==> src/rtl/fbr_pkg.sv <==
// ---------------------------------------------------------------------------
// fbr_pkg
// Shared types and constants of the page framebuffer with refresh stream.
// ---------------------------------------------------------------------------
package fbr_pkg;

    localparam int CMD_W  = 3;
    localparam int COL_W  = 7;
    localparam int ROW_W  = 6;
    localparam int BYTE_W = 8;
    // row bits that select the bit inside a byte
    localparam int BIT_W  = 3;
    // width of a page number taken from a row
    localparam int PGIN_W = ROW_W - BIT_W;

    localparam logic [CMD_W-1:0] CMD_WRITE_PIXEL = 3'd0;
    localparam logic [CMD_W-1:0] CMD_FILL_RECT   = 3'd1;
    localparam logic [CMD_W-1:0] CMD_CLEAR_ALL   = 3'd2;
    localparam logic [CMD_W-1:0] CMD_REFRESH     = 3'd3;
    localparam logic [CMD_W-1:0] CMD_READ_BYTE   = 3'd4;

    localparam logic [BYTE_W-1:0] PAGE_CMD_BASE = 8'hB0;
    localparam logic [BYTE_W-1:0] COL_LOW_CMD   = 8'h00;
    localparam logic [BYTE_W-1:0] COL_HIGH_CMD  = 8'h10;
    localparam int                PREAMBLE      = 3;

    typedef enum logic [7:0] {
        S_CLEAR = 8'b0000_0001,
        S_IDLE  = 8'b0000_0010,
        S_PRD   = 8'b0000_0100,
        S_PWR   = 8'b0000_1000,
        S_ORD   = 8'b0001_0000,
        S_RESP  = 8'b0010_0000,
        S_FRD   = 8'b0100_0000,
        S_FWR   = 8'b1000_0000
    } t_state;

    // controller to datapath
    typedef struct packed {
        logic load;      // item transfer on the input channel
        logic clr_we;    // write zero at the sweep address, advance sweep
        logic pix_we;    // write back the modified pixel byte
        logic fill_we;   // write back the filled byte, advance fill walk
        logic out_load;  // capture the result into the output register
    } t_dp_cmd;

    // datapath to controller
    typedef struct packed {
        logic clr_last;
        logic fill_last;
        logic fill_empty;
        logic pix_off;
        logic out_busy;
    } t_dp_stat;

endpackage

==> src/rtl/fbr_ctrl.sv <==
// ---------------------------------------------------------------------------
// fbr_ctrl
// Sequencer: clearing sweep, pixel read-modify-write, rectangle fill walk,
// and result delivery.
// ---------------------------------------------------------------------------
module fbr_ctrl import fbr_pkg::*; (
    input  logic             i_clk,
    input  logic             i_rst_n,
    input  logic             i_valid,
    input  logic [CMD_W-1:0] i_cmd,
    output logic             o_ready,
    input  t_dp_stat         i_stat,
    output t_dp_cmd          o_cmd
);

    t_state r_state, n_state;

    always_ff @(posedge i_clk) begin
        if (!i_rst_n) begin
            r_state <= S_CLEAR;
        end else begin
            r_state <= n_state;
        end
    end

    assign o_ready = (r_state == S_IDLE);

    always_comb begin
        n_state = r_state;
        case (r_state)
            S_CLEAR: begin
                if (i_stat.clr_last) n_state = S_IDLE;
            end
            S_IDLE: begin
                if (i_valid) begin
                    case (i_cmd)
                        CMD_WRITE_PIXEL: n_state = i_stat.pix_off ? S_IDLE : S_PRD;
                        CMD_FILL_RECT:   n_state = i_stat.fill_empty ? S_IDLE : S_FRD;
                        CMD_CLEAR_ALL:   n_state = S_CLEAR;
                        CMD_REFRESH:     n_state = S_ORD;
                        CMD_READ_BYTE:   n_state = S_ORD;
                        default:         n_state = S_IDLE;
                    endcase
                end
            end
            S_PRD:  n_state = S_PWR;
            S_PWR:  n_state = S_IDLE;
            S_ORD:  n_state = S_RESP;
            S_RESP: begin
                if (!i_stat.out_busy) n_state = S_IDLE;
            end
            S_FRD:  n_state = S_FWR;
            S_FWR:  n_state = i_stat.fill_last ? S_IDLE : S_FRD;
            default: n_state = S_CLEAR;
        endcase
    end

    always_comb begin
        o_cmd          = '0;
        o_cmd.load     = (r_state == S_IDLE) && i_valid;
        o_cmd.clr_we   = (r_state == S_CLEAR);
        o_cmd.pix_we   = (r_state == S_PWR);
        o_cmd.fill_we  = (r_state == S_FWR);
        o_cmd.out_load = (r_state == S_RESP) && !i_stat.out_busy;
    end

endmodule

==> config.mk <==
export PLATFORM = sky130hd
export DESIGN_NAME = fbr_ctrl
export DESIGN_NICKNAME = d
export VERILOG_FILES = /design/src/rtl/fbr_pkg.sv /design/src/rtl/fbr_ctrl.sv
export SDC_FILE = /design/constraint.sdc
export NUM_CORES = 1
export LEC_CHECK = 0
export BUFFER_PORTS_ARGS = -buffer_cell sky130_fd_sc_hd__buf_2
export CAP_MARGIN = 20
export CORE_AREA = 2 2 39 41
export CTS_BUF_LIST = sky130_fd_sc_hd__clkbuf_2
export CTS_CLUSTER_SIZE = 8
export DETAILED_ROUTE_END_ITERATION = 10
export DIE_AREA = 0 0 41 43
export PLACE_DENSITY = 0.76
export RECOVER_POWER = 100
export SYNTH_ARGS = -nofsm -noshare
export SYNTH_HDL_FRONTEND = slang
export SYNTH_SLANG_ARGS = --single-unit
==> constraint.sdc <==
create_clock -name i_clk -period 2.1 [get_ports i_clk]
set_input_delay 0.105 -clock i_clk [delete_from_list [all_inputs] [get_ports i_clk]]
set_output_delay 0.105 -clock i_clk [all_outputs]
set_load 0.03 [all_outputs]
==> results of run 1 <==
[cells by family after synthesis]
family / synth area share [%]
flops: 24.81
compound gates: 11.82
mux: 1.550
buf+inv: 6.008
simple gates: 51.75
xor+xnor: 4.071
[metal layers]
layer  vias up  GRT usage [%]  part of all wire [%]
met3         5          6.283                   4.5
met1       290          25.24                    46
li1        328              -                     -
met5         -              0                     0
met4         0          14.00                   4.1
met2        26          24.69                    46
[power breakdown]
part	total, mW	switching [mW]	leakage [nW]	internal, mW
Combinational	0.292	0.168	0.211	0.123
Clock	0.104	0.0646	0.0125	0.0389
Sequential	0.210	0.0381	0.0649	0.172
Total	0.605	0.271	0.288	0.334
[metrics by stage]
| stage | power [mW] | hold slack [ns] | setup slack [ns] |
|---|---|---|---|
| floorplan | 0.4313 | 0.1756 | 0.01291 |
| global placement | 0.5075 | 0.2920 | 0.3075 |
| detailed placement | 0.5098 | 0.2912 | 0.2812 |
| CTS | 0.6084 | 0.01548 | 0.2102 |
| global route | 0.6431 | 0.01110 | 0.04900 |
| finish | 0.6053 | 0.01210 | 0.1229 |
[final cells by class]
class,instances,area share [%]
clock buffers,3,2.098
inverters,2,1.049
multi-input cells,63,60.84
flip-flops and latches,8,22.38
well taps,16,2.797
repair buffers,16,10.84
[cell usage after synthesis, drive strengths merged]
library cell,count
a21boi,1
a21oi,5
a22oi,1
a311oi,1
and3,3
and4,1
and4b,1
buf,3
clkbuf,2
dfxtp,8
inv,2
mux2i,1
nand2,7
nand2b,3
nand3,1
nand3b,1
nand4b,3
nor2,9
nor3,1
nor3b,3
nor4,7
nor4b,2
o211ai,1
o21ai,2
o32a,1
or3b,1
or4,2
or4b,2
xnor2,1
xor2,2
[how the worst max path moves through the flow]
stage               slack, ns  cells past startpoint          to
detailed placement       0.28                      4  r_state[0]
global route             0.05                      3    o_cmd[4]
finish                   0.12                      3    o_cmd[4]
CTS                      0.21                      3    o_cmd[2]
global placement         0.31                      4  r_state[0]
floorplan                0.01                      3    o_cmd[3]
[critical path, cell delays in order, from the launching register on]
cell	delay [ns]
dfxtp_1	0.39
or4_1	0.67
nor3_1	0.30
clkbuf_2	0.26
==> run metrics, run 1 <==
top post-synthesis cells by area dfxtp_1 25%, nor4_1 5.8%, nor2_1 4.7%; Hold Buf Count CTS 0; Worst-Margin Slew 0.5324 ns; DRT iter0 DRCs 12; Avg Vias per Cell ~6; most flop-heavy register r_state; Hold EP r_state[2]; Die X about 41 um; final instance area 715.7 um2; worst vdd ir 373.8 uV; Reg clk slew, reported paths roughly 0.080 ns; area grow syn2layout 10.85%; vias in the first global route just over 500; sequential area share after synthesis approximately 25%; CP max FO 8; RR Endpoint r_state[0]; DRT antenna net count 0; Final setup viols 0; ANT cells 0; clock insertion delay at the later pin of the skew report 0.26 ns; first-pass GRT wire length approximately 2.2 mm; post-cts repair resize count 0; Starting Density a little under half; Root Driver clkbuf_2; IO Pins 17; placed cell areas 720.7 um2; Post-Synthesis Cells 78; max cap viols 0; crit start category flip-flop; r2r setup slk 0.20 ns; area share of the largest cell type after synthesis about a quarter; final setup TNS 0 ns; max reg flops 8; wire length per cell between 10 and 15 um; DP Cell Count about 110; R2R Path Start r_state[6]; GR Overflow Total 0; total core area 0.001384 mm2; minimum period implied by the final worst setup slack ~2 ns; crit share post-route ~94%; Critical Path RT about 2.0 ns; Nets approximately 110; Max Slew Vio Count 0; gpl congestion 0.8283; Initial DRT Pass Iterations 4; clock sinks 8; Die Ht ~43 um; Cell Pwr Density ~850 mW/mm2; hold path depth 2; commonest cells after routing, fill and taps aside 10 x buf_2, 8 x nor2_1, 8 x dfxtp_1; kind of end point of the critical path primary output; HPWL Detailed ~1.1 mm; worst setup path class flip-flop to primary output; Syn Area/Cell between 8 and 9 um2; Synth area leader dfxtp_1; synthesis-stage register bit count 8; syn nets roughly 90; Finished Layout Cells around 110; Tot GR Track Use a little under a fifth; Fin Clk Skew between 0.002 and 0.003 ns; worst r2r path cells 4; drt total wl around 1.4 mm; post-synth cell types 36; Multi-input gate area roughly 440 um2; Syn. warnings 0; Setup crit start r_state[2]; antenna violations before repair 0; Hold Startpoint i_stat[1]; port buffer count 16; biggest registers after layout r_state x8; Fmax between 0.5 and 0.6 GHz; via count roughly 650; type of the tightest min-delay check input pin to flip-flop; leak pwr approximately 0.29 nW; status complete, no violations; Clock Path Buffers 2; clock buffer count from CTS 3; DIE AREA about 0.0018 mm2; Post-CTS Setup Bufs 0; layout cells sized above 1 between 20% and 30%; relative slew slack between 60% and 70%; Synth Cell Area around 650 um2; CTS tree built; Final Core Density between 50% and 60%; Worst EP arrival roughly 1.9 ns; most common cell after layout, fill and taps aside buf_2; row cnt 14; final hold violation count 0; DR DRC count 0; RSZ-0062 raised after global routing no; CTS H-tree depth 1; fillcell total approximately 140; Sequential Area 160.2 um2; largest net degree at the start of global routing 10
Note: power is estimated with default switching activity, not from simulation.
==> run 2: changes to the inputs <==
PLACE_DENSITY = unset   (was 0.76)
PLACE_DENSITY_LB_ADDON = 0.25   (was unset)
==> run 2 against run 1 <==
Compared with the run above: clock power down 8%; clock skew is 0.0019 ns lower; cell count stayed put; first-iteration DRC count shrank 17%; register-to-register slack improved by 0.07 ns; critical endpoint is now o_cmd[0]; via count down 2.0%; non-clock buffer count is the same.
==> run metrics, run 2 (synthesis gave the netlist of run 1 again) <==
clock sinks 8 (unchanged); Root Driver clkbuf_2; max reg flops 8 (unchanged); Cell Pwr Density 832.1 mW/mm2 (-1.6%); Clock Path Buffers 2 (unchanged); DP Cell Count 105 (unchanged); DR DRC count 0 (unchanged); Sequential Power Share 35.7% (+1.0 points); gpl congestion 0.7928 (-4.3%); drt total wl 1.473 mm (+4.9%); crit start category flip-flop; Critical Path RT 2.00 ns (about the same); setup ws final 0.1722 ns (+0.04930 ns); hold path depth 2 (unchanged); Place WS 0.2859 ns (+0.004653 ns); Fin Clk Skew 0.0009019 ns (-0.001914 ns); Hold Buf Count CTS 0 (unchanged); R2R Path Start r_state[6]; status complete, no violations; commonest cells after routing, fill and taps aside 10 x buf_2, 8 x nor2_1, 8 x dfxtp_1; row cnt 14 (unchanged); final setup TNS 0 ns (unchanged); via count 636 (-2.0%); Initial DRT Pass Iterations 4 (unchanged); Sw Share 44.71% (-0.045 points); Worst-Margin Slew 0.5104 ns (-0.02199 ns); biggest registers after layout r_state x8; Die Ht 43 um (unchanged); HPWL Detailed 1.126 mm (+5.6%); clock buffer count from CTS 3 (unchanged); leak pwr 0.2867 nW (-0.44%); final instance area 728.2 um2 (+1.7%); Worst path max stage delay 0.61 ns (-0.06 ns); Post-CTS Setup Bufs 0 (unchanged); most flop-heavy register r_state; final hold violation count 0 (unchanged); Logic pwr share 48.6% (+0.4 points); Max Slew Vio Count 0 (unchanged); antenna violations before repair 0 (unchanged); kind of end point of the critical path primary output; Tot GR Track Use 20.12% (+1.0 points); first-pass GRT wire length 2.415 mm (+9.7%); minimum period implied by the final worst setup slack 1.928 ns (-0.04930 ns); most common cell after layout, fill and taps aside buf_2; Die X 41 um (unchanged); wire length per cell 13.64 um (+4.9%); area grow syn2layout 12.79%; CP max FO 9 (+1); port buffer count 16 (unchanged); Hold Startpoint i_stat[1]; crit share post-route 91.80% (-2.3 points); DRT iter0 DRCs 10 (-2); Worst EP arrival 1.82 ns (-0.05 ns); layout cells sized above 1 28.26% (+1.1 points); CP max-delay cell or4_4; Setup crit start r_state[6]; clock insertion delay at the later pin of the skew report 0.25 ns (about the same); Psw 0.2709 mW (about the same); CP Cell Sequence or4_4, nor4b_2, clkbuf_1; Starting Density 46.65% (unchanged); type of the tightest min-delay check input pin to flip-flop; total core area 0.001384 mm2 (unchanged); Reg clk slew, reported paths 0.08 ns (about the same); Fmax 0.5187 GHz (+2.6%); CTS tree built; internal power 0.3350 mW (+0.18%); Finished Layout Cells 108 (unchanged); Final Total Pwr 0.6059 mW (+0.10%); ANT cells 0 (unchanged); Avg Vias per Cell 5.889 (-2.0%); Nets 105 (unchanged); worst r2r path cells 4 (unchanged); DRT antenna net count 0 (unchanged); Final setup viols 0 (unchanged); CTS H-tree depth 1 (unchanged); GR Overflow Total 0 (unchanged); worst vdd ir 474.4 uV (+27%); placed cell areas 720.7 um2 (unchanged); worst setup path class flip-flop to primary output; largest net degree at the start of global routing 10 (unchanged); RSZ-0062 raised after global routing no; max cap viols 0 (unchanged); vias in the first global route 557 (+9.6%); DIE AREA 0.001763 mm2 (unchanged); share of total power in the clock network 15.7% (-1.4 points); relative slew slack 65.66% (+1.5 points); post-cts repair resize count 0 (unchanged); IO Pins 17 (unchanged)
[run 2: per-stage QoR]
| step | hold slack [ns] | util [%] |
|---|---|---|
| after global placement | 0.2980 | 52.08 |
| final | 0.03348 | 52.62 |
| after CTS | 0.04046 | 53.16 |
| after global routing | 0.02935 | 52.62 |
| after detailed placement | 0.2987 | 52.08 |
| after floorplan | 0.1756 | - |
[run 2: final timing paths]
| check | endpoint | slack (ns) |
|---|---|---|
| worst min register to register | r_state[3] | 0.58 |
| worst max-delay path | o_cmd[0] | 0.17 |
| worst max register to register | r_state[0] | 0.27 |
| worst min-delay path | r_state[2] | 0.03 |
[run 2: final cells by class]
type	count	area [um2]
fill	145	655.6
multi-input combinational	63	447.9
sequential	8	160.2
timing repair buffer	16	77.57
tap	16	20.02
clock buffer	3	15.01
inverter	2	7.507
[run 2: worst max-delay path: cells and delay by family (launching register included)]
family	cells	cell delay (ns)
DFF	1	0.40
and+or+nand+nor	2	0.83
buffers and inverters	1	0.33
[run 2: power groups by stage]
stage / Clock [mW] / Combinational [mW] / Sequential (mW)
3_5_place_dp: 0 / 0.295 / 0.218
6_report: 0.0952 / 0.294 / 0.217
4_1_cts: 0.0954 / 0.297 / 0.214
5_1_grt: 0.104 / 0.324 / 0.220
2_1_floorplan: 0 / 0.230 / 0.202
3_3_place_gp: 0 / 0.293 / 0.215
[run 2: routing by layer]
layer | up-vias | track usage [%] | share of wire [%]
met5 | - | 0 | 0
met4 | 0 | 10.00 | 2.0
met3 | 4 | 4.712 | 4.9
met2 | 23 | 29.38 | 45
met1 | 286 | 26.54 | 48
li1 | 323 | - | -
==> run 3: changes to the inputs <==
RECOVER_POWER = 50   (was 100)
==> run 3 against run 2 <==
Compared with the run above: global-route usage unchanged; hold slack better by 0.0013 ns; core utilization up 0.18 points; critical path type unchanged.
==> run metrics, run 3 (synthesis gave the netlist of run 1 again) <==
Multi-input gate area 447.9 um2 (unchanged); crit start category flip-flop; layout cells sized above 1 30.43% (+2.2 points); minimum period implied by the final worst setup slack 1.866 ns (-0.06196 ns); Nets 105 (unchanged); vias in the first global route 557 (unchanged); crit share post-route 88.85% (-3.0 points); Worst EP arrival 1.76 ns (-0.06 ns); Hold Buf Count CTS 0 (unchanged); Fin Clk Skew 0.0002772 ns (-0.0006247 ns); first-pass GRT wire length 2.415 mm (unchanged); Post-CTS Setup Bufs 0 (unchanged); DR DRC count 0 (unchanged); Starting Density 46.65% (unchanged); Avg Vias per Cell 6.000 (+1.9%); worst setup path class flip-flop to primary output; Tot GR Track Use 20.12% (unchanged); gpl congestion 0.7928 (unchanged); GR Overflow Total 0 (unchanged); Initial DRT Pass Iterations 4 (unchanged); type of the tightest min-delay check input pin to flip-flop; post-cts repair resize count 0 (unchanged); ANT cells 0 (unchanged); IO Pins 17 (unchanged); status complete, no violations; biggest registers after layout r_state x8; Clock Path Buffers 2 (unchanged); Die X 41 um (unchanged); Cell Pwr Density 829.1 mW/mm2 (-0.37%); area grow syn2layout 13.18%; via count 648 (+1.9%); DRT antenna net count 0 (unchanged); wire length per cell 13.61 um (-0.20%); HPWL Detailed 1.126 mm (unchanged); Final setup viols 0 (unchanged); Fmax 0.5360 GHz (+3.3%); drt total wl 1.470 mm (-0.20%); kind of end point of the critical path primary output; Worst path max stage delay 0.61 ns (about the same); relative slew slack 65.95% (+0.29 points); DIE AREA 0.001763 mm2 (unchanged); Worst-Margin Slew 0.5060 ns (-0.004377 ns); max cap viols 0 (unchanged); Reg clk slew, reported paths 0.08 ns (about the same); leak pwr 0.2977 nW (+3.8%); row cnt 14 (unchanged); CTS tree built; Root Driver clkbuf_2; Final Total Pwr 0.6058 mW (about the same); RSZ-0062 raised after global routing no; clock sinks 8 (unchanged); worst vdd ir 480.3 uV (+1.3%); max reg flops 8 (unchanged); Die Ht 43 um (unchanged); fillcell total 143 (-1.4%); CP Cell Sequence or4_4, nor4_1, buf_2; Critical Path RT 2.00 ns (about the same); total core area 0.001384 mm2 (unchanged); largest net degree at the start of global routing 10 (unchanged); CTS H-tree depth 1 (unchanged); commonest cells after routing, fill and taps aside 16 x buf_2, 8 x nor2_1, 8 x dfxtp_1; CP max-delay cell or4_4; DRT iter0 DRCs 10 (unchanged); antenna violations before repair 0 (unchanged); most flop-heavy register r_state; clock buffer count from CTS 3 (unchanged); port buffer count 16 (unchanged); final setup TNS 0 ns (unchanged); final hold violation count 0 (unchanged); clock insertion delay at the later pin of the skew report 0.24 ns (about the same); Final Core Density 52.80% (+0.18 points); Max Slew Vio Count 0 (unchanged); Sequential Area 160.2 um2 (unchanged); CP max FO 8 (-1); most common cell after layout, fill and taps aside buf_2; Min Hold Slack 0.03476 ns (+0.001289 ns)
-- run 3: cell count changes in the layout (fill, tap and decap cells not counted) --
| cell | change |
|---|---|
| clkbuf_1 | -2 |
| clkbuf_2 | -4 |
| buf_2 | +6 |
-- run 3: per-layer routing --
| metal | vias to the layer above | global-route usage [%] | wire [um] |
|---|---|---|---|
| li1 | 323 | - | - |
| met1 | 291 | 26.54 | 660 |
| met2 | 29 | 29.38 | 681 |
| met3 | 5 | 4.712 | 97 |
| met4 | 0 | 10.00 | 30 |
| met5 | - | 0 | 0 |
-- run 3: area by class of cell --
type,instances,share of cell area (%)
Timing Repair Buffer,16,10.96
Inverter,2,1.027
Clock buffer,3,2.055
Tap cell,16,2.740
Sequential cell,8,21.92
Multi-Input combinational cell,63,61.30
-- run 3: final timing paths --
path | from | endpoint | slack, ns | depth (start not counted)
max reg2reg | r_state[6] | r_state[0] | 0.26 | 4
max | r_state[2] | o_cmd[3] | 0.23 | 3
min reg2reg | r_state[2] | r_state[3] | 0.58 | 2
min | i_stat[1] | r_state[2] | 0.03 | 2
-- run 3: through the flow --
step | instance area, um2 | instances | setup WS [ns]
CTS | 735.7 | 108 | 0.2316
global route | 730.7 | 108 | 0.08569
global placement | 720.7 | 105 | 0.2991
detailed placement | 720.7 | 105 | 0.2859
floorplan | 651.9 | 78 | 0.01291
finish | 730.7 | 108 | 0.2342
-- run 3: report_power, final --
part / leakage [nW] / internal (mW) / switching [mW]
Combinational: 0.220 / 0.126 / 0.169
Sequential: 0.0649 / 0.172 / 0.0438
Clock: 0.0125 / 0.0389 / 0.0559
Total: 0.298 / 0.337 / 0.269
-- run 3: critical path: cells and delay by family (launching register included) --
kind,cells,cell delay (ns)
simple gates,2,0.86
flops,1,0.41
buf+inv,1,0.25
